### src/tcw_pkg.sv
`default_nettype none
// ----------------------------------------------------------------------------
// tcw_pkg
// Shared types, codes and constants of the text console writer.
// ----------------------------------------------------------------------------
package tcw_pkg;

  // Default size of the character-cell store, in cells (a power of two)
  localparam int TCW_VIDEO_WORDS = 16384;

  // Width of cursor and origin positions; holds every reachable position
  localparam int CPOS_W = 18;

  // Configuration port address width: five registers at 4-byte spacing
  localparam int CFG_ADDR_W = 5;

  typedef enum logic [1:0] {
    REQ_PUT  = 2'd0,
    REQ_READ = 2'd1,
    REQ_MOVE = 2'd2,
    REQ_NONE = 2'd3
  } tcw_req_t;

  typedef enum logic [2:0] {
    REG_NUM_COLUMNS  = 3'd0,
    REG_NUM_LINES    = 3'd1,
    REG_WINDOW_WORDS = 3'd2,
    REG_ERASE_CELL   = 3'd3,
    REG_TEXT_ATTR    = 3'd4
  } tcw_reg_t;

  // Register reset values
  localparam logic [7:0]  RST_NUM_COLUMNS  = 8'd80;
  localparam logic [7:0]  RST_NUM_LINES    = 8'd25;
  localparam logic [14:0] RST_WINDOW_WORDS = 15'd16384;
  localparam logic [15:0] RST_ERASE_CELL   = 16'h0720;
  localparam logic [7:0]  RST_TEXT_ATTR    = 8'h07;

  // Character codes
  localparam logic [7:0] CH_BS        = 8'd8;
  localparam logic [7:0] CH_LF        = 8'd10;
  localparam logic [7:0] CH_VT        = 8'd11;
  localparam logic [7:0] CH_FF        = 8'd12;
  localparam logic [7:0] CH_CR        = 8'd13;
  localparam logic [7:0] CH_PRINT_LO  = 8'd32;
  localparam logic [7:0] CH_PRINT_HI  = 8'd126;
  localparam logic [7:0] CH_DEL       = 8'd127;

  typedef enum logic [3:0] {
    ST_CLEAR,
    ST_IDLE,
    ST_PREP,
    ST_LF,
    ST_COPY,
    ST_BLANK,
    ST_LFEND,
    ST_WRITE,
    ST_POST,
    ST_PMUL,
    ST_PLACE,
    ST_RDWAIT,
    ST_DONE
  } tcw_state_t;

  typedef struct packed {
    logic [1:0]  req_type;
    logic [7:0]  char_code;
    logic        end_of_text;
    logic [13:0] cell_index;
    logic [7:0]  new_col;
    logic [7:0]  new_row;
  } tcw_in_t;

  typedef struct packed {
    logic [15:0] read_cell;
    logic [14:0] cursor_offset;
    logic [13:0] origin_offset;
    logic [7:0]  cursor_col;
    logic [7:0]  cursor_row;
  } tcw_out_t;

  typedef struct packed {
    logic [7:0]  num_columns;
    logic [7:0]  num_lines;
    logic [14:0] window_words;
    logic [15:0] erase_cell;
    logic [7:0]  text_attr;
  } tcw_cfg_t;

endpackage
`default_nettype wire

### src/tcw_engine.sv
`default_nettype none
// ----------------------------------------------------------------------------
// tcw_engine
// Cursor state, request sequencer and store access (print, scroll, read).
// ----------------------------------------------------------------------------
module tcw_engine #(
  parameter  int VIDEO_WORDS = tcw_pkg::TCW_VIDEO_WORDS,
  localparam int ADDR_W      = $clog2(VIDEO_WORDS)
) (
  input  wire logic              clk,
  input  wire logic              rst_n,
  input  wire tcw_pkg::tcw_cfg_t cfg,
  input  wire logic              start,
  input  wire tcw_pkg::tcw_in_t  in_req,
  output logic                   busy,
  output logic                   out_valid,
  output tcw_pkg::tcw_out_t      out_res,
  output logic                   mem_we,
  output logic [ADDR_W-1:0]      mem_waddr,
  output logic [15:0]            mem_wdata,
  output logic [ADDR_W-1:0]      mem_raddr,
  input  wire logic [15:0]       mem_rdata
);
  import tcw_pkg::*;

  localparam logic [16:0]       VW_L     = 17'(VIDEO_WORDS);
  localparam logic [ADDR_W-1:0] LAST_ADR = ADDR_W'(VIDEO_WORDS - 1);

  tcw_state_t        state_r, state_nxt;
  tcw_in_t           req_r, req_nxt;
  logic [7:0]        col_r, col_nxt, row_r, row_nxt;
  logic [CPOS_W-1:0] cpos_r, cpos_nxt, ws_r, ws_nxt, shown_r, shown_nxt;
  logic [15:0]       lc_r, lc_nxt, l1c_r, l1c_nxt;
  logic              lf_cr_r, lf_cr_nxt;
  logic [15:0]       wr_data_r, wr_data_nxt;
  logic              wr_adv_r, wr_adv_nxt;
  logic [15:0]       cp_rd_r, cp_rd_nxt;
  logic              cp_pend_r, cp_pend_nxt;
  logic [ADDR_W-1:0] cp_dst_r, cp_dst_nxt;
  logic              cp_fwd_r, cp_fwd_nxt;
  logic [15:0]       cp_fwd_data_r, cp_fwd_data_nxt;
  logic [CPOS_W-1:0] bl_base_r, bl_base_nxt;
  logic [7:0]        bl_cnt_r, bl_cnt_nxt;
  logic [ADDR_W-1:0] clr_cnt_r, clr_cnt_nxt;
  logic [7:0]        tc_r, tc_nxt, tr_r, tr_nxt;
  logic [15:0]       prod_r, prod_nxt;
  logic              ok_r, ok_nxt;
  logic [15:0]       cell_r, cell_nxt;
  logic              out_valid_r, out_valid_nxt;
  tcw_out_t          out_res_r, out_res_nxt;

  logic [7:0]        cols_e, lines_e, chr;
  logic [16:0]       term_e;
  logic [CPOS_W-1:0] cols_x, ws_inc, end_pos, cp_src, bl_pos, place_pos, idx_ext;
  logic [15:0]       cp_wdata;
  logic              cp_issue;

  // Zero geometry acts as one; the window is clamped to the store
  assign cols_e  = (cfg.num_columns == 8'd0) ? 8'd1 : cfg.num_columns;
  assign lines_e = (cfg.num_lines == 8'd0) ? 8'd1 : cfg.num_lines;
  assign term_e  = (cfg.window_words == 15'd0)     ? 17'd1 :
                   (17'(cfg.window_words) > VW_L)  ? VW_L  : 17'(cfg.window_words);
  assign cols_x  = CPOS_W'(cols_e);
  assign chr     = req_r.char_code;

  assign ws_inc    = ws_r + cols_x;
  assign end_pos   = ws_inc + CPOS_W'(lc_r);
  assign cp_src    = ws_r + CPOS_W'(cp_rd_r);
  assign cp_issue  = (cp_rd_r < l1c_r);
  assign cp_wdata  = cp_fwd_r ? cp_fwd_data_r : mem_rdata;
  assign bl_pos    = bl_base_r + CPOS_W'(bl_cnt_r);
  assign place_pos = ws_r + CPOS_W'(prod_r) + CPOS_W'(tc_r);
  assign idx_ext   = CPOS_W'(req_r.cell_index);

  assign busy      = (state_r != ST_IDLE);
  assign out_valid = out_valid_r;
  assign out_res   = out_res_r;

  always_ff @(posedge clk) begin
    if (!rst_n) begin
      state_r     <= ST_CLEAR;
      out_valid_r <= 1'b0;
      col_r       <= '0;
      row_r       <= '0;
      cpos_r      <= '0;
      ws_r        <= '0;
      shown_r     <= '0;
      clr_cnt_r   <= '0;
    end else begin
      state_r     <= state_nxt;
      out_valid_r <= out_valid_nxt;
      col_r       <= col_nxt;
      row_r       <= row_nxt;
      cpos_r      <= cpos_nxt;
      ws_r        <= ws_nxt;
      shown_r     <= shown_nxt;
      clr_cnt_r   <= clr_cnt_nxt;
    end
  end

  always_ff @(posedge clk) begin
    req_r         <= req_nxt;
    lc_r          <= lc_nxt;
    l1c_r         <= l1c_nxt;
    lf_cr_r       <= lf_cr_nxt;
    wr_data_r     <= wr_data_nxt;
    wr_adv_r      <= wr_adv_nxt;
    cp_rd_r       <= cp_rd_nxt;
    cp_pend_r     <= cp_pend_nxt;
    cp_dst_r      <= cp_dst_nxt;
    cp_fwd_r      <= cp_fwd_nxt;
    cp_fwd_data_r <= cp_fwd_data_nxt;
    bl_base_r     <= bl_base_nxt;
    bl_cnt_r      <= bl_cnt_nxt;
    tc_r          <= tc_nxt;
    tr_r          <= tr_nxt;
    prod_r        <= prod_nxt;
    ok_r          <= ok_nxt;
    cell_r        <= cell_nxt;
    out_res_r     <= out_res_nxt;
  end

  always_comb begin
    state_nxt       = state_r;
    req_nxt         = req_r;
    col_nxt         = col_r;
    row_nxt         = row_r;
    cpos_nxt        = cpos_r;
    ws_nxt          = ws_r;
    shown_nxt       = shown_r;
    lc_nxt          = lc_r;
    l1c_nxt         = l1c_r;
    lf_cr_nxt       = lf_cr_r;
    wr_data_nxt     = wr_data_r;
    wr_adv_nxt      = wr_adv_r;
    cp_rd_nxt       = cp_rd_r;
    cp_pend_nxt     = cp_pend_r;
    cp_dst_nxt      = cp_dst_r;
    cp_fwd_nxt      = cp_fwd_r;
    cp_fwd_data_nxt = cp_fwd_data_r;
    bl_base_nxt     = bl_base_r;
    bl_cnt_nxt      = bl_cnt_r;
    clr_cnt_nxt     = clr_cnt_r;
    tc_nxt          = tc_r;
    tr_nxt          = tr_r;
    prod_nxt        = prod_r;
    ok_nxt          = ok_r;
    cell_nxt        = cell_r;
    out_valid_nxt   = 1'b0;
    out_res_nxt     = out_res_r;
    mem_we          = 1'b0;
    mem_waddr       = cpos_r[ADDR_W-1:0];
    mem_wdata       = wr_data_r;
    mem_raddr       = cp_src[ADDR_W-1:0];

    case (state_r)
      ST_CLEAR: begin
        mem_we      = 1'b1;
        mem_waddr   = clr_cnt_r;
        mem_wdata   = '0;
        clr_cnt_nxt = clr_cnt_r + ADDR_W'(1);
        if (clr_cnt_r == LAST_ADR) begin
          state_nxt = ST_IDLE;
        end
      end

      ST_IDLE: begin
        if (start) begin
          req_nxt   = in_req;
          state_nxt = ST_PREP;
        end
      end

      ST_PREP: begin
        lc_nxt  = 16'(lines_e) * 16'(cols_e);
        l1c_nxt = 16'(lines_e - 8'd1) * 16'(cols_e);
        case (req_r.req_type)
          REQ_READ: begin
            mem_raddr = idx_ext[ADDR_W-1:0];
            state_nxt = ST_RDWAIT;
          end
          REQ_MOVE: state_nxt = ST_PMUL;
          REQ_PUT: begin
            if (chr >= CH_PRINT_LO && chr <= CH_PRINT_HI) begin
              wr_data_nxt = {cfg.text_attr, chr};
              wr_adv_nxt  = 1'b1;
              // Lazy wrap: the pending line feed is taken now
              if (col_r >= cols_e) begin
                col_nxt   = col_r - cols_e;
                cpos_nxt  = cpos_r - cols_x;
                lf_cr_nxt = 1'b0;
                state_nxt = ST_LF;
              end else begin
                state_nxt = ST_WRITE;
              end
            end else if (chr == CH_LF || chr == CH_VT || chr == CH_FF) begin
              lf_cr_nxt = 1'b1;
              state_nxt = ST_LF;
            end else if (chr == CH_CR) begin
              cpos_nxt  = cpos_r - CPOS_W'(col_r);
              col_nxt   = '0;
              state_nxt = ST_POST;
            end else if (chr == CH_DEL && col_r != 8'd0) begin
              cpos_nxt    = cpos_r - CPOS_W'(1);
              col_nxt     = col_r - 8'd1;
              wr_data_nxt = cfg.erase_cell;
              wr_adv_nxt  = 1'b0;
              state_nxt   = ST_WRITE;
            end else if (chr == CH_BS && col_r != 8'd0) begin
              cpos_nxt  = cpos_r - CPOS_W'(1);
              col_nxt   = col_r - 8'd1;
              state_nxt = ST_POST;
            end else begin
              state_nxt = ST_POST;
            end
          end
          default: state_nxt = ST_DONE;
        endcase
      end

      ST_LF: begin
        cpos_nxt = cpos_r + cols_x;
        if ((9'(row_r) + 9'd1) < 9'(lines_e)) begin
          row_nxt   = row_r + 8'd1;
          state_nxt = ST_LFEND;
        end else begin
          ws_nxt = ws_inc;
          if (end_pos > CPOS_W'(term_e)) begin
            cp_rd_nxt   = '0;
            cp_pend_nxt = 1'b0;
            cp_fwd_nxt  = 1'b0;
            state_nxt   = ST_COPY;
          end else begin
            bl_base_nxt = ws_inc + CPOS_W'(l1c_r);
            bl_cnt_nxt  = '0;
            state_nxt   = ST_BLANK;
          end
        end
      end

      ST_COPY: begin
        // Read one word ahead; forward a word that is written as it is read
        if (cp_pend_r) begin
          mem_we    = 1'b1;
          mem_waddr = cp_dst_r;
          mem_wdata = cp_wdata;
        end
        cp_fwd_nxt      = cp_pend_r && (cp_src[ADDR_W-1:0] == cp_dst_r);
        cp_fwd_data_nxt = cp_wdata;
        cp_pend_nxt     = cp_issue;
        cp_dst_nxt      = cp_rd_r[ADDR_W-1:0];
        cp_rd_nxt       = cp_rd_r + 16'(cp_issue);
        if (!cp_issue && !cp_pend_r) begin
          cpos_nxt    = cpos_r - ws_r;
          ws_nxt      = '0;
          bl_base_nxt = CPOS_W'(l1c_r);
          bl_cnt_nxt  = '0;
          state_nxt   = ST_BLANK;
        end
      end

      ST_BLANK: begin
        mem_we     = 1'b1;
        mem_waddr  = bl_pos[ADDR_W-1:0];
        mem_wdata  = cfg.erase_cell;
        bl_cnt_nxt = bl_cnt_r + 8'd1;
        if (bl_cnt_r == cols_e - 8'd1) begin
          state_nxt = ST_LFEND;
        end
      end

      ST_LFEND: begin
        if (lf_cr_r) begin
          cpos_nxt  = cpos_r - CPOS_W'(col_r);
          col_nxt   = '0;
          state_nxt = ST_POST;
        end else begin
          state_nxt = ST_WRITE;
        end
      end

      ST_WRITE: begin
        mem_we = 1'b1;
        if (wr_adv_r) begin
          cpos_nxt = cpos_r + CPOS_W'(1);
          col_nxt  = col_r + 8'd1;
        end
        state_nxt = ST_POST;
      end

      ST_POST: begin
        state_nxt = req_r.end_of_text ? ST_PMUL : ST_DONE;
      end

      ST_PMUL: begin
        if (req_r.req_type == REQ_MOVE) begin
          tc_nxt   = req_r.new_col;
          tr_nxt   = req_r.new_row;
          prod_nxt = 16'(req_r.new_row) * 16'(cols_e);
          ok_nxt   = (req_r.new_col <= cols_e) && (req_r.new_row < lines_e);
        end else begin
          tc_nxt   = col_r;
          tr_nxt   = row_r;
          prod_nxt = 16'(row_r) * 16'(cols_e);
          ok_nxt   = (col_r <= cols_e) && (row_r < lines_e);
        end
        state_nxt = ST_PLACE;
      end

      ST_PLACE: begin
        if (ok_r) begin
          col_nxt   = tc_r;
          row_nxt   = tr_r;
          cpos_nxt  = place_pos;
          shown_nxt = place_pos;
        end else begin
          shown_nxt = cpos_r;
        end
        state_nxt = ST_DONE;
      end

      ST_RDWAIT: begin
        cell_nxt  = mem_rdata;
        state_nxt = ST_DONE;
      end

      ST_DONE: begin
        out_valid_nxt             = 1'b1;
        out_res_nxt.read_cell     = (req_r.req_type == REQ_READ) ? cell_r : 16'd0;
        out_res_nxt.cursor_offset = shown_r[14:0];
        out_res_nxt.origin_offset = ws_r[13:0];
        out_res_nxt.cursor_col    = col_r;
        out_res_nxt.cursor_row    = row_r;
        state_nxt                 = ST_IDLE;
      end

      default: state_nxt = ST_IDLE;
    endcase
  end

endmodule
`default_nettype wire

### config.mk
export PLATFORM = sky130hd
export DESIGN_NAME = tcw_engine
export DESIGN_NICKNAME = d
export VERILOG_FILES = /design/src/tcw_pkg.sv /design/src/tcw_engine.sv
export SDC_FILE = /design/constraint.sdc
export NUM_CORES = 2
export LEC_CHECK = 0
export BUFFER_PORTS_ARGS = -buffer_cell sky130_fd_sc_hd__buf_4
export CAP_MARGIN = 20
export CELL_PAD_IN_SITES_DETAIL_PLACEMENT = 1
export CELL_PAD_IN_SITES_GLOBAL_PLACEMENT = 2
export CORE_MARGIN = 3
export CORE_UTILIZATION = 39
export DETAILED_ROUTE_END_ITERATION = 8
export GPL_ROUTABILITY_DRIVEN = 1
export PLACE_DENSITY = 0.85
export SLEW_MARGIN = 10
export SYNTH_ARGS = -nofsm -noshare
export SYNTH_HDL_FRONTEND = slang
export SYNTH_SLANG_ARGS = --single-unit
### constraint.sdc
create_clock -name clk -period 8.9 [get_ports clk]
set_input_delay 0.445 -clock clk [delete_from_list [all_inputs] [get_ports clk]]
set_output_delay 0.445 -clock clk [all_outputs]
set_load 0.05 [all_outputs]
==> results.json <==
{
  "cts-root-buf": "clkbuf_16",
  "htree_num_levels": 2,
  "dr.pass1.iters": 7,
  "initial_utilization": 0.396,
  "drc": 0,
  "synth_cells": 3461,
  "core_area_um2": 79400,
  "wl_um": 106000,
  "dr_wl_met2_um": 50000,
  "synthTopCellsByCount": "nand2_1, inv_1, nor2_1",
  "post-cts-setup-buffer-count": 0,
  "vias": 26400,
  "tns_ns": 0,
  "crit_type": "input port to flip-flop",
  "ys_seq_area_frac": 0.311,
  "highest_layer": "met4",
  "grt_first_pass_wirelength_um": 164000,
  "antenna_found_initial": 8,
  "ys.flop_type": "edfxtp_1",
  "cp_slowest_cell": "xnor2_1",
  "synthToLayoutAreaGrowth_pct": 14.4,
  "syn_nets": 4077,
  "place.gp.congestion": 0.895,
  "yosysMostFrequentCell": "nand2_1",
  "leakagePower_uw": 0.0158,
  "ir_worst_vdd_uv": 151,
  "setup_violations": 0,
  "dp_hpwl_um": 80500,
  "post_drt_wl_per_cell_um": 22.5,
  "wl_met1_um": 48600,
  "power_density_nw_per_um2": 251,
  "fin_skew_ns": 0.0412,
  "clk_transition_reported_paths_ns": 0.07,
  "drive_gt1_frac": 0.112,
  "worst_ep_arrival_time_ns": 7.31,
  "finalCriticalPeriod_ns": 6.98,
  "ioPinCount": 223,
  "rsz0062_at_grt": "false",
  "max_freq_ghz": 0.143,
  "dpl_cell_area_um2": 34300,
  "track_usage": 0.250,
  "fin_nets": 4271,
  "crit_family": "adder cells",
  "synth_seq_cells": 353,
  "hold_viol": 0,
  "clk_path_buf_depth": 3,
  "ys_top_cells_by_area": "edfxtp_1, ha_1, fa_1",
  "final_antenna_net_count": 0,
  "critPathMostFrequentCell": "fa_1",
  "syn_area_per_cell_um2": 9.08,
  "cp_data_required_time_ns": 9.23,
  "die_w_um": 290,
  "period_share": 0.784,
  "ys_warn_count": 0,
  "cts_tree": "done",
  "synth_top_area_frac": 0.258,
  "syn_area_um2": 31400,
  "status": "complete, no violations",
  "portBuffers": 222,
  "synthDistinctLibCells": 82,
  "async_flop_share": 0,
  "insertion_delay_ns": 0.60,
  "cts_hold_buf": 13,
  "cp_slowest_stage_delay_ns": 0.58,
  "numCtsBuffers": 43,
  "yosysTopAreaCell": "edfxtp_1",
  "overflow": 0,
  "grt_max_degree": 65,
  "slew_headroom": 0.277,
  "cts_num_sinks": 353,
  "die-area_um2": 84000,
  "hp-class": "input port to flip-flop",
  "grt_pass1_vias": 27600,
  "design_area_um2": 36000,
  "drtIter0Drc": 1867,
  "slew_viol_final": 0,
  "cts_resized": 0,
  "fp.dieH_um": 290,
  "cp-start-kind": "input port",
  "synth_edf_count": 270,
  "end_kind": "flip-flop",
  "worst_pin_slew_ns": 1.08,
  "total_power_uw": 9040,
  "path_max_fanout": 12,
  "via_per_inst": 5.58,
  "num_rows": 103,
  "wl_met3_um": 5450,
  "cap_violations": 0,
  "critPathBufInv": 3
}
[path summary, 6_finish.rpt]
path / start / end / slack (ns) / depth (start not counted)
worst min-delay path: in_req[37] / chr[6]$_DFFE_PP_ / 0.03 / 1
worst max-delay path: cfg[40] / l1c_r[14]$_DFFE_PP_ / 1.92 / 25
worst max register to register: ws_r[3]$_SDFFE_PN0P_ / bl_cnt_r[0]$_SDFFCE_PN0P_ / 2.02 / 21
worst min register to register: shown_r[4]$_SDFFE_PN0P_ / out_res[34]$_DFFE_PP_ / 0.41 / 0
[routing by layer]
metal | GRT usage | vias to the layer above
met1 | 0.346 | 13300
met3 | 0.0289 | 130
met4 | 0.0617 | 0
li1 | - | 12300
met5 | 0 | -
met2 | 0.416 | 702
[cells in the final DEF (no fill, tap or decap), types with 10 or more instances in the layout]
master | netlist | final
clkbuf_16 | 0 | 43
o211ai_1 | 16 | 16
xor2_1 | 99 | 99
xnor2_1 | 155 | 155
a21o_1 | 40 | 40
nand2_1 | 438 | 437
a211oi_1 | 26 | 25
a21boi_0 | 11 | 10
a221oi_1 | 14 | 14
a22oi_1 | 12 | 12
nand2b_1 | 24 | 24
fa_1 | 179 | 179
nand4_1 | 22 | 22
nor3_1 | 56 | 54
or3_1 | 12 | 12
inv_1 | 333 | 333
and3_1 | 34 | 33
nor2_1 | 331 | 327
o21ai_0 | 152 | 152
nor2b_1 | 28 | 27
ha_1 | 322 | 322
mux2i_1 | 21 | 21
and2_1 | 97 | 97
edfxtp_1 | 270 | 270
nor4_1 | 17 | 17
o21a_1 | 24 | 24
nand3_1 | 80 | 80
o21bai_1 | 14 | 14
o22ai_1 | 13 | 13
mux2_2 | 27 | 27
buf_4 | 1 | 270
a31oi_1 | 21 | 21
dfxtp_1 | 83 | 83
or2_2 | 17 | 17
a21oi_1 | 191 | 191
a222oi_1 | 10 | 10
dlygate4sd3_1 | 0 | 13
[cell type report]
| type | count | area [um^2] |
|---|---|---|
| fill | 9235 | 43400 |
| antenna | 1 | 2.50 |
| sequential | 353 | 9770 |
| multi-input combinational | 2631 | 19900 |
| tap | 1050 | 1310 |
| inverter | 342 | 1280 |
| clock buffer | 53 | 1130 |
| timing repair buffer | 284 | 2170 |
| clock inverter | 26 | 393 |
[report_power, final]
part           switching, uW  leakage (uW)  internal [uW]  total [uW]
Sequential               322       0.00311           2080        2400
Combinational           2940        0.0119           1770        4710
Clock                    778      0.000729           1150        1930
Total                   4040        0.0158           5000        9040
[registers in the layout (all words and copies together), names as in the netlist, 15 cells and up]
name           flops
cpos_r            15
ws_r              18
l1c_r             16
prod_r            15
cp_fwd_data_r     16
req_r             19
wr_data_r         16
cell_r            16
lc_r              16
cp_rd_r           16
shown_r           15
out_res           61
[kinds of logic after synthesis]
group / after synthesis / share of synthesized area
and+or+nand+nor: 1192 / 0.173
AOI/OAI and AO/OA: 636 / 0.129
adders and majority gates: 501 / 0.242
buffers and inverters: 477 / 0.0574
DFF: 353 / 0.311
xor gates and xnor gates: 254 / 0.0708
muxes: 48 / 0.0164
[metrics by stage]
step | setup WS (ns) | std cells | util | hold slack, ns
floorplan | 1.83 | 3461 | - | 0.403
global placement | 1.58 | 4645 | 0.432 | 0.419
detailed placement | 1.34 | 4645 | 0.432 | 0.417
CTS | 1.94 | 4737 | 0.453 | 0.00125
global route | 1.41 | 4739 | 0.453 | 0.00853
finish | 1.92 | 4740 | 0.453 | 0.0341
Note: power is estimated with default switching activity, not from simulation.
