<file path="src/tcw_pkg.sv">
`default_nettype none
// ----------------------------------------------------------------------------
// tcw_pkg
// Shared types, codes and constants of the text console writer.
// ----------------------------------------------------------------------------
package tcw_pkg;

  // Default size of the character-cell store, in cells (a power of two)
  localparam int TCW_VIDEO_WORDS = 16384;

  // Width of cursor and origin positions; holds every reachable position
  localparam int CPOS_W = 18;

  // Configuration port address width: five registers at 4-byte spacing
  localparam int CFG_ADDR_W = 5;

  typedef enum logic [1:0] {
    REQ_PUT  = 2'd0,
    REQ_READ = 2'd1,
    REQ_MOVE = 2'd2,
    REQ_NONE = 2'd3
  } tcw_req_t;

  typedef enum logic [2:0] {
    REG_NUM_COLUMNS  = 3'd0,
    REG_NUM_LINES    = 3'd1,
    REG_WINDOW_WORDS = 3'd2,
    REG_ERASE_CELL   = 3'd3,
    REG_TEXT_ATTR    = 3'd4
  } tcw_reg_t;

  // Register reset values
  localparam logic [7:0]  RST_NUM_COLUMNS  = 8'd80;
  localparam logic [7:0]  RST_NUM_LINES    = 8'd25;
  localparam logic [14:0] RST_WINDOW_WORDS = 15'd16384;
  localparam logic [15:0] RST_ERASE_CELL   = 16'h0720;
  localparam logic [7:0]  RST_TEXT_ATTR    = 8'h07;

  // Character codes
  localparam logic [7:0] CH_BS        = 8'd8;
  localparam logic [7:0] CH_LF        = 8'd10;
  localparam logic [7:0] CH_VT        = 8'd11;
  localparam logic [7:0] CH_FF        = 8'd12;
  localparam logic [7:0] CH_CR        = 8'd13;
  localparam logic [7:0] CH_PRINT_LO  = 8'd32;
  localparam logic [7:0] CH_PRINT_HI  = 8'd126;
  localparam logic [7:0] CH_DEL       = 8'd127;

  typedef enum logic [3:0] {
    ST_CLEAR,
    ST_IDLE,
    ST_PREP,
    ST_LF,
    ST_COPY,
    ST_BLANK,
    ST_LFEND,
    ST_WRITE,
    ST_POST,
    ST_PMUL,
    ST_PLACE,
    ST_RDWAIT,
    ST_DONE
  } tcw_state_t;

  typedef struct packed {
    logic [1:0]  req_type;
    logic [7:0]  char_code;
    logic        end_of_text;
    logic [13:0] cell_index;
    logic [7:0]  new_col;
    logic [7:0]  new_row;
  } tcw_in_t;

  typedef struct packed {
    logic [15:0] read_cell;
    logic [14:0] cursor_offset;
    logic [13:0] origin_offset;
    logic [7:0]  cursor_col;
    logic [7:0]  cursor_row;
  } tcw_out_t;

  typedef struct packed {
    logic [7:0]  num_columns;
    logic [7:0]  num_lines;
    logic [14:0] window_words;
    logic [15:0] erase_cell;
    logic [7:0]  text_attr;
  } tcw_cfg_t;

endpackage
`default_nettype wire

</file>
<file path="src/tcw_regs.sv">
`default_nettype none
// ----------------------------------------------------------------------------
// tcw_regs
// Configuration register bank behind an APB-style port.
// ----------------------------------------------------------------------------
module tcw_regs (
  input  wire logic                            clk,
  input  wire logic                            rst_n,
  input  wire logic                            psel,
  input  wire logic                            penable,
  input  wire logic                            pwrite,
  input  wire logic [tcw_pkg::CFG_ADDR_W-1:0]  paddr,
  input  wire logic [31:0]                     pwdata,
  output logic      [31:0]                     prdata,
  output logic                                 pready,
  output tcw_pkg::tcw_cfg_t                    cfg
);
  import tcw_pkg::*;

  tcw_cfg_t cfg_r;
  logic     wr_en;

  assign pready = 1'b1;
  assign wr_en  = psel && penable && pwrite;
  assign cfg    = cfg_r;

  always_ff @(posedge clk) begin
    if (!rst_n) begin
      cfg_r.num_columns  <= RST_NUM_COLUMNS;
      cfg_r.num_lines    <= RST_NUM_LINES;
      cfg_r.window_words <= RST_WINDOW_WORDS;
      cfg_r.erase_cell   <= RST_ERASE_CELL;
      cfg_r.text_attr    <= RST_TEXT_ATTR;
    end else if (wr_en) begin
      case (paddr[4:2])
        REG_NUM_COLUMNS:  cfg_r.num_columns  <= pwdata[7:0];
        REG_NUM_LINES:    cfg_r.num_lines    <= pwdata[7:0];
        REG_WINDOW_WORDS: cfg_r.window_words <= pwdata[14:0];
        REG_ERASE_CELL:   cfg_r.erase_cell   <= pwdata[15:0];
        REG_TEXT_ATTR:    cfg_r.text_attr    <= pwdata[7:0];
        default: ;
      endcase
    end
  end

  always_comb begin
    case (paddr[4:2])
      REG_NUM_COLUMNS:  prdata = 32'(cfg_r.num_columns);
      REG_NUM_LINES:    prdata = 32'(cfg_r.num_lines);
      REG_WINDOW_WORDS: prdata = 32'(cfg_r.window_words);
      REG_ERASE_CELL:   prdata = 32'(cfg_r.erase_cell);
      REG_TEXT_ATTR:    prdata = 32'(cfg_r.text_attr);
      default:          prdata = '0;
    endcase
  end

endmodule
`default_nettype wire

</file>
<file path="config.mk">
export PLATFORM = sky130hd
export DESIGN_NAME = tcw_regs
export DESIGN_NICKNAME = d
export VERILOG_FILES = /design/src/tcw_pkg.sv /design/src/tcw_regs.sv
export SDC_FILE = /design/constraint.sdc
export NUM_CORES = 1
export LEC_CHECK = 0
export BUFFER_PORTS_ARGS = -buffer_cell sky130_fd_sc_hd__buf_2
export CORE_UTILIZATION = 40
export CTS_CLUSTER_DIAMETER = 150
export CTS_CLUSTER_SIZE = 24
export DETAILED_ROUTE_END_ITERATION = 12
export PLACE_DENSITY = 0.71
export RECOVER_POWER = 25
export SLEW_MARGIN = 40
export SYNTH_ARGS = -nofsm -noshare
export SYNTH_HDL_FRONTEND = slang
export SYNTH_SLANG_ARGS = --single-unit
</file>
<file path="constraint.sdc">
create_clock -name clk -period 1.7 [get_ports clk]
set_clock_uncertainty 0.1 [all_clocks]
set_input_delay 0.255 -clock clk [delete_from_list [all_inputs] [get_ports clk]]
set_output_delay 0.255 -clock clk [all_outputs]
set_load 0.005 [all_outputs]
</file>
==> results of run 1 <==
kinds of logic (layout without fill, tap and decap cells):
family                 count (synthesis)  after routing  synth area share (%)
AOI/OAI and AO/OA                     48             48                  12.2
buffers and inverters                 48            136                  10.8
DFF                                   55             55                  40.6
muxes                                 59             59                  22.1
other                                  2             17                 0.277
and+or+nand+nor                       82             82                  14.0
metrics by stage:
| step | TNS, ns | utilization (%) | area (um^2) |
|---|---|---|---|
| 4_1_cts | 0 | 52.7 | 3410 |
| 2_1_floorplan | 0 | - | 2770 |
| 5_1_grt | -0.0851 | 53.3 | 3440 |
| 6_report | 0 | 53.3 | 3440 |
| 3_5_place_dp | -0.104 | 50.5 | 3260 |
| 3_3_place_gp | -0.0595 | 50.5 | 3260 |
placed cells by master (no fill, tap or decap), types with 2 or more instances in the layout:
cell type / n
dfxtp_1: 47
o311ai_0: 6
a22oi_1: 9
conb_1: 17
nor2_2: 3
nor2b_1: 3
o211ai_1: 3
nor2_1: 7
dfxtp_2: 8
o311ai_1: 3
o21ai_0: 13
buf_12: 2
mux2i_1: 52
a22oi_2: 5
inv_1: 10
nand2b_1: 2
mux2_2: 5
mux2_4: 2
buf_2: 93
or2_1: 2
nand2_1: 58
clkbuf_8: 6
buf_4: 22
o22ai_1: 6
power by group:
part / switching (mW) / total, mW / internal, mW
Clock: 0.447 / 0.932 / 0.485
Combinational: 0.161 / 0.272 / 0.111
Sequential: 0.00880 / 1.31 / 1.30
Total: 0.616 / 2.51 / 1.90
what timing repair did:
item,CTS,global route
hold buffers,0,0
setup buffers,0,3
gates resized for setup,5,15
pin swaps,0,2
endpoints found under the setup margin,4,7
cell usage after synthesis:
cell | n | area, um^2
and3_1 | 1 | 6.26
buf_12 | 1 | 20.0
mux2i_1 | 52 | 521
buf_6 | 3 | 33.8
o21ai_0 | 13 | 65.1
nand4_1 | 1 | 6.26
buf_2 | 3 | 15.0
nand2b_1 | 2 | 12.5
o211ai_1 | 3 | 22.5
nor2_2 | 3 | 18.8
o22ai_1 | 7 | 43.8
nand4b_4 | 1 | 23.8
buf_1 | 1 | 3.75
nor2_4 | 1 | 11.3
o21a_1 | 1 | 7.51
buf_4 | 19 | 143
nor2_1 | 7 | 26.3
o311ai_0 | 6 | 52.6
conb_1 | 2 | 7.51
clkbuf_1 | 11 | 41.3
nand2_2 | 1 | 6.26
o311ai_1 | 3 | 26.3
nor2b_1 | 4 | 25.0
or2_1 | 2 | 12.5
nand2_1 | 58 | 218
mux2_2 | 7 | 78.8
a22oi_1 | 14 | 105
dfxtp_1 | 55 | 1100
inv_1 | 10 | 37.5
o2bb2ai_1 | 1 | 8.76
nor3b_2 | 1 | 12.5
worst max-delay path: cells and delay by family, from the launching register on:
family,cells,cell delay (ns)
AOI/OAI and AO/OA,2,0.29
buffers and inverters,1,0.13
DFF,1,0.34
muxes,1,0.27
cell type report:
cell class,instances,area share (%)
multi-input combinational,206,40.7
timing repair buffer,118,19.6
clock inverter,2,1.13
tap,77,2.80
inverter,10,1.09
clock buffer,6,2.40
sequential,55,32.3
worst min path at each step:
stage          startpoint  endpoint  slack (ns)  depth (start not counted)
2_1_floorplan  pwdata[15]   cfg[23]        0.30                          2
3_3_place_gp      cfg[23]   cfg[23]        0.35                          2
3_5_place_dp      cfg[15]   cfg[15]        0.36                          2
4_1_cts        pwdata[15]   cfg[23]        0.09                          3
5_1_grt         pwdata[9]   cfg[33]         0.1                          3
6_report       pwdata[15]   cfg[23]         0.1                          3
routing by layer:
layer	vias up	global-route usage, %	routed length [um]	part of all wire [%]
met1	1170	27.4	3320	46
met5	-	0	0	0
li1	1188	-	-	-
met3	9	3.64	325	4.5
met4	0	3.85	68	0.93
met2	71	36.8	3570	49
==> metrics.md, run 1 <==
| Metric | Value |
|---|---|
| Status | `finished, violations left` |
| Failing checks | `design-rule violations` |
| Htree depth | `2` |
| Post-Synthesis Cells | `294` |
| Chip Width | `84.4 um` |
| First-pass GRT wire length | `11900 um` |
| Fill count | `623` |
| Inserted Diodes | `0` |
| Slowest stage cell on the critical path | `dfxtp_2` |
| Crit path to | `prdata[0]` |
| Final WL | `7290 um` |
| GP Congestion | `0.837` |
| Startpoint Class | `flip-flop` |
| P_leak | `1.58 nW` |
| Peak supply drop | `0.379 mV` |
| Pin count of the biggest net entering global routing | `39` |
| Register area | `0.00111 mm^2` |
| CTS Buffer Depth | `2` |
| Synth Register Bits | `55` |
| Final Hold Fails | `0` |
| Register area share after synthesis | `40.6%` |
| CTS Buf Count | `5` |
| Worst Setup SP | `cfg[24]` |
| Worst Setup End Kind | `primary output` |
| Initial antenna violation count | `0` |
| Vias in the first global route | `2280` |
| Port buffer count | `94` |
| Core Area | `0.00646 mm^2` |
| Layout cell share with drive strength beyond 1 | `38.8%` |
| Pwr dens | `730 mW/mm^2` |
| Area delta synth->final | `26.9%` |
| Max reg flops | `55` |
| Final setup vio count | `0` |
| Worst Path Required | `1.34 ns` |
| Fin. max-slew vios | `0` |
| Dpl cells | `463` |
| R2R setup slack | `0.89 ns` |
| Via count | `2438` |
| Tmin final | `1.69 ns` |
| Reg clk slew, reported paths | `0.10 ns` |
| Hold Crit Class | `in2reg` |
| Synth Cell Area | `0.00271 mm^2` |
| Crit path max fanout | `2` |
| All-Layer GR Usage | `21.0%` |
| CTS root buf | `clkbuf_8` |
| Nets | `438` |
| Final hold slack | `0.0950 ns` |
| Global route overflow | `0` |
| Vias per inst | `5.14` |
| Reg2Reg Capture Point | `cfg[1]` |
| Io pins | `130` |
| RR Startpoint | `cfg[1]` |
| Reg2reg path depth | `2` |
| Die area | `0.00711 mm^2` |
| Vert. Die Dim | `84.4 um` |
| Initial Util | `42.0%` |
| Critical path type | `reg2out` |
| Tcrit/Tclk final | `99.5%` |
| Setup ws final | `0.00874 ns` |
| Pre-CTS setup slack | `-0.0389 ns` |
| Fmax | `591 MHz` |
| Yosys cell types | `31` |
| Row Count | `29` |
| HPWL Detailed | `5450 um` |
| Multi-input logic area | `0.00140 mm^2` |
| Slowest stage delay, CP | `0.34 ns` |
| Post-route ant nets | `0` |
| DRC Markers | `7` |
| RSZ-0062 raised after global routing | `yes` |
| Cell Chain, Critical Path | `mux2_4 -> a22oi_2 -> o22ai_2 -> buf_2` |
| Pre-Repair DR Iteration Count | `11` |
| Final cell count without fillers | `474` |
| Crit path DAT | `1.34 ns` |
| YS warnings | `0` |
| Iter 0 DRT Violations | `180` |
| Syn Area/Cell | `9.23 um^2` |
| Pwr Total | `2.51 mW` |
| Wire per inst | `15.4 um` |
| CTS tree | `yes` |
| Clk Latency, worst-skew pair | `0.31 ns` |
| Clk sinks | `55` |
| Max-cap violations | `0` |
Power figures use the tool's default switching activity.
==> inputs of run 2 (changes only) <==
Settings changed: CORE_ASPECT_RATIO set to 0.9, PLACE_DENSITY 0.71 to 0.73, SETUP_SLACK_MARGIN set to 0.4.
Clock period 1.7 ns to 1.4 ns, I/O delays scaled along.
==> metrics.md, run 2 (synthesis gave the netlist of run 1 again) <==
| Metric | Value |
|---|---|
| GRT met2 Usage | `40.7% (+3.9 points)` |
| Fmax | `616 MHz` |
| Global routing usage on met1 | `30.1% (+2.7 points)` |
| Row Count | `28 (-3.4%)` |
| Vias in the first global route | `2521 (+11%)` |
| Chip Width | `88.8 um (+5.3%)` |
| Final WL | `9440 um (+30%)` |
| Via count | `2747 (+13%)` |
| Vert. Die Dim | `80.1 um (-5.0%)` |
| DRC Markers | `0 (-7)` |
| Grt peak-use layer | `met2` |
| GP Congestion | `0.848 (+1.3%)` |
| Status | `finished, violations left` |
| Setup ws final | `-0.223 ns (-0.232 ns)` |
| Pwr dens | `688 mW/mm^2 (-5.8%)` |
| Tcrit/Tclk final | `116%` |
| CTS Buffer Depth | `2 (unchanged)` |
| Port buffer count | `94 (unchanged)` |
| Startpoint Class | `flip-flop` |
| CTS Buf Count | `5 (unchanged)` |
| Worst Setup End Kind | `primary output` |
| Peak supply drop | `0.433 mV (+14%)` |
| Wire per inst | `17.6 um (+15%)` |
| Commonest non-fill, non-tap cells in the layout | `67 x buf_6, 59 x buf_2, 58 x nand2_1` |
| Pre-Repair DR Iteration Count | `5 (-6)` |
| Worst Path Required | `1.09 ns (-0.25 ns)` |
| Crit path max fanout | `2 (unchanged)` |
| Setup TNS | `-1.61 ns (-1.61 ns)` |
| Clk sinks | `55 (unchanged)` |
| Clk Latency, worst-skew pair | `0.30 ns (about the same)` |
| RSZ-0062 raised after global routing | `yes` |
| Max reg flops | `55 (unchanged)` |
| P_leak | `1.98 nW (+25%)` |
| Nets | `488 (+11%)` |
| Io pins | `130 (unchanged)` |
| Inserted Diodes | `0 (unchanged)` |
| Failing checks | `negative setup slack` |
| Layout cell share with drive strength beyond 1 | `60.5% (+22 points)` |
| First-pass GRT wire length | `12700 um (+7.3%)` |
| Final Hold Fails | `0 (unchanged)` |
| Htree depth | `2 (unchanged)` |
| Tmin final | `1.62 ns` |
| CTS Hold Bufs | `0 (unchanged)` |
| Reg clk slew, reported paths | `0.09 ns (about the same)` |
| Post-route ant nets | `0 (unchanged)` |
| Pin count of the biggest net entering global routing | `73 (+87%)` |
| Final hold slack | `0.0370 ns (-0.0580 ns)` |
| Most common cell after layout, fill and taps aside | `buf_6` |
| M3 GR Usage | `4.93% (+1.3 points)` |
| HPWL Detailed | `5520 um (+1.4%)` |
| CTS tree | `yes` |
| Die area | `0.00712 mm^2 (about the same)` |
| Vias per inst | `5.13 (-0.36%)` |
| Core Area | `0.00655 mm^2 (+1.4%)` |
| Critical path type | `reg2out` |
| Max-cap violations | `0 (unchanged)` |
| Initial antenna violation count | `0 (unchanged)` |
| Fin. max-slew vios | `0 (unchanged)` |
| CTS root buf | `clkbuf_8` |
| Global route overflow | `0 (unchanged)` |
| All-Layer GR Usage | `23.8% (+2.8 points)` |
| Crit path DAT | `1.31 ns (-0.03 ns)` |
| Iter 0 DRT Violations | `174 (-3.3%)` |
| Initial Util | `41.4% (-0.59 points)` |
| Hold Crit Class | `in2reg` |
| Area delta synth->final | `65.6%` |
| Final setup vio count | `16 (+16)` |
run 2: path summary, 6_finish.rpt:
| path | start | endpoint | slack, ns | cells past startpoint |
|---|---|---|---|---|
| setup / recovery | cfg[24] | prdata[0] | -0.22 | 4 |
| hold / removal | pwdata[15] | cfg[23] | 0.04 | 3 |
| setup reg to reg | cfg[29] | cfg[29] | 0.38 | 5 |
| hold reg to reg | cfg[35] | cfg[35] | 0.36 | 2 |
run 2: timing repair:
item / 4_1_cts / 5_1_grt
gates cloned: 2 / 0
gates resized for setup: 134 / 52
endpoints found under the hold margin: 0 / 0
setup buffers: 21 / 20
pin swaps: 14 / 15
setup endpoints to repair: 126 / 126
run 2: stage by stage:
| step | std cells | power (mW) | worst slack (ns) | area (um^2) | utilization, % |
|---|---|---|---|---|---|
| finish | 536 | 3.09 | -0.223 | 4490 | 68.6 |
| global route | 536 | 3.19 | -0.250 | 4490 | 68.6 |
| CTS | 516 | 3.06 | -0.222 | 4160 | 63.4 |
| detailed placement | 486 | 1.99 | -0.199 | 3450 | 52.7 |
| global placement | 486 | 1.98 | -0.195 | 3450 | 52.7 |
| floorplan | 309 | 1.86 | 0.149 | 2860 | - |
run 2: layout make-up:
type | instances | area, um^2
Fill cell | 483 | 2060
Multi-Input combinational cell | 206 | 1570
Timing Repair Buffer | 168 | 1490
Sequential cell | 55 | 1170
Tap cell | 90 | 113
Clock buffer | 5 | 68.8
Clock inverter | 2 | 37.5
Inverter | 10 | 37.5
run 2: power breakdown:
part,switching (mW),internal [mW],total (mW)
Combinational,0.250,0.218,0.468
Sequential,0.0133,1.57,1.59
Clock,0.513,0.524,1.04
run 2: per-layer routing:
metal | up-vias | wire length (um)
li1 | 1290 | -
met1 | 1328 | 3990
met2 | 118 | 4860
met3 | 11 | 499
met4 | 0 | 87
met5 | - | 0
run 2: worst max-delay path, stage by stage, from the launching register on:
cell and delay, ns:
dfxtp_1 0.32, mux2_4 0.27, a22oi_2 0.17, o22ai_1 0.11, buf_2 0.13
==> inputs of run 3 (changes only) <==
Settings changed: PLACE_DENSITY 0.73 to 0.71.
Clock period 1.4 ns to 1.63 ns, I/O delays scaled along.
==> metrics.md, run 3 (synthesis gave the netlist of run 1 again) <==
| Metric | Value |
|---|---|
| First-pass GRT wire length | `12200 um (-4.3%)` |
| Peak supply drop | `0.404 mV (-6.8%)` |
| Via count | `2613 (-4.9%)` |
| CTS root buf | `clkbuf_8` |
| DRC Markers | `0 (unchanged)` |
| Vias per inst | `5.07 (-1.0%)` |
| Max_slew headroom | `58.7%` |
| GP Congestion | `0.792 (-6.6%)` |
| CTS tree | `yes` |
| Comb pwr share | `13.1% (-2.0 points)` |
| Final hold slack | `0.0763 ns (+0.0393 ns)` |
| Max reg flops | `55 (unchanged)` |
| P_leak | `1.80 nW (-9.0%)` |
| Inserted Diodes | `0 (unchanged)` |
| Final WL | `8090 um (-14%)` |
| Nets | `467 (-4.3%)` |
| Initial antenna violation count | `0 (unchanged)` |
| Layout cell share with drive strength beyond 1 | `48.2% (-12 points)` |
| Hold Crit Class | `in2reg` |
| Port buffer count | `94 (unchanged)` |
| Tmin final | `1.68 ns` |
| CTS Buffer Depth | `2 (unchanged)` |
| Crit path DAT | `1.34 ns (+0.03 ns)` |
| Clk Latency, worst-skew pair | `0.30 ns (about the same)` |
| RSZ-0062 raised after global routing | `yes` |
| Htree depth | `2 (unchanged)` |
| Reg clk slew, reported paths | `0.10 ns (about the same)` |
| Worst Setup End Kind | `primary output` |
| Tcrit/Tclk final | `103%` |
| HPWL Detailed | `5280 um (-4.4%)` |
| Status | `finished, violations left` |
| Pwr Total | `2.60 mW (-16%)` |
| Vias in the first global route | `2530 (+0.36%)` |
| Fin. max-slew vios | `0 (unchanged)` |
| Dpl cells | `477 (-1.9%)` |
| Placement Cell Area | `0.00333 mm^2 (-3.5%)` |
| All-Layer GR Usage | `22.6% (-1.2 points)` |
| Fmax | `595 MHz` |
| Max-cap violations | `0 (unchanged)` |
| Post-route ant nets | `0 (unchanged)` |
| Clk sinks | `55 (unchanged)` |
| Area delta synth->final | `48.9%` |
| Wire per inst | `15.7 um (-11%)` |
| Startpoint Class | `flip-flop` |
| Setup ws final | `-0.0511 ns (+0.172 ns)` |
| CTS Buf Count | `5 (unchanged)` |
| Initial Util | `41.4% (unchanged)` |
| Sw Pwr | `639 uW (-18%)` |
| Io pins | `130 (unchanged)` |
| Final cell count without fillers | `515 (-3.9%)` |
| Die area | `0.00712 mm^2 (unchanged)` |
| Final instance area | `0.00404 mm^2 (-10%)` |
| Chip Width | `88.8 um (unchanged)` |
| Worst Path Required | `1.29 ns (+0.20 ns)` |
| Most common cell after layout, fill and taps aside | `buf_2` |
| Pin count of the biggest net entering global routing | `73 (unchanged)` |
| Clock share of power | `34.4% (+0.9 points)` |
| Vert. Die Dim | `80.1 um (unchanged)` |
| Slew @ Worst Pin | `0.617 ns` |
| Sequential Power Share | `52.5% (+1.2 points)` |
| Internal Dissipation | `1.96 mW (-15%)` |
| Critical path type | `reg2out` |
| Global route overflow | `0 (unchanged)` |
| Row Count | `28 (unchanged)` |
| Core Area | `0.00655 mm^2 (unchanged)` |
| Crit path max fanout | `2 (unchanged)` |
| Pwr dens | `643 mW/mm^2 (-6.5%)` |
| Iter 0 DRT Violations | `161 (-7.5%)` |
| Failing checks | `negative setup slack` |
| Pre-Repair DR Iteration Count | `4 (-1)` |
| Final setup vio count | `3 (-13)` |
| Sw Share | `24.6% (-0.51 points)` |
| Commonest non-fill, non-tap cells in the layout | `69 x buf_2, 58 x nand2_1, 56 x buf_6` |
| Final Hold Fails | `0 (unchanged)` |
[run 3: cell type report]
type | count | area (um^2)
clock inverters | 2 | 37.5
fillers | 560 | 2510
well taps | 90 | 113
multi-input cells | 206 | 1480
repair buffers | 147 | 1170
clock buffers | 5 | 68.8
flip-flops and latches | 55 | 1130
inverters | 10 | 37.5
[run 3: path summary, 6_finish.rpt]
path	start	end	slack, ns	cells after the start
setup reg to reg	cfg[18]	cfg[18]	0.62	4
hold / removal	pwdata[10]	cfg[34]	0.08	3
setup / recovery	cfg[24]	prdata[0]	-0.05	4
hold reg to reg	cfg[35]	cfg[35]	0.37	2
[run 3: metal layers]
metal  up-vias  GRT usage [%]  part of all wire, %
met3        13           4.42                  6.3
met1      1244           28.3                   42
li1       1242              -                    -
met4         0           8.87                  2.0
met5         -              0                    0
met2       114           38.1                   50
[run 3: worst max-delay path: stages (launching register included)]
cell	delay, ns
dfxtp_2	0.34
mux2_4	0.29
a22oi_2	0.17
o22ai_2	0.10
buf_2	0.13
[run 3: power by group through the flow]
stage                     combinational [mW]  sequential [mW]  clock (mW)
after floorplan                        0.195             1.39           0
after global placement                 0.284             1.39           0
after detailed placement               0.288             1.39           0
after CTS                              0.331             1.36       0.910
after global routing                   0.372             1.37       0.961
final                                  0.341             1.36       0.893
[run 3: through the flow]
step                      TNS (ns)  util (%)  setup slack, ns
after detailed placement    -0.475      50.9          -0.0915
after global placement      -0.239      50.9          -0.0530
after CTS                  -0.0130      59.3         -0.00812
after global routing        -0.667      61.7          -0.0759
after floorplan                  0         -            0.343
final                      -0.0590      61.7          -0.0511
[run 3: repair_timing]
item,CTS,global route
pin swaps,13,15
endpoints found under the setup margin,38,50
setup buffers,23,8
gates resized for setup,82,48
hold buffers,0,0
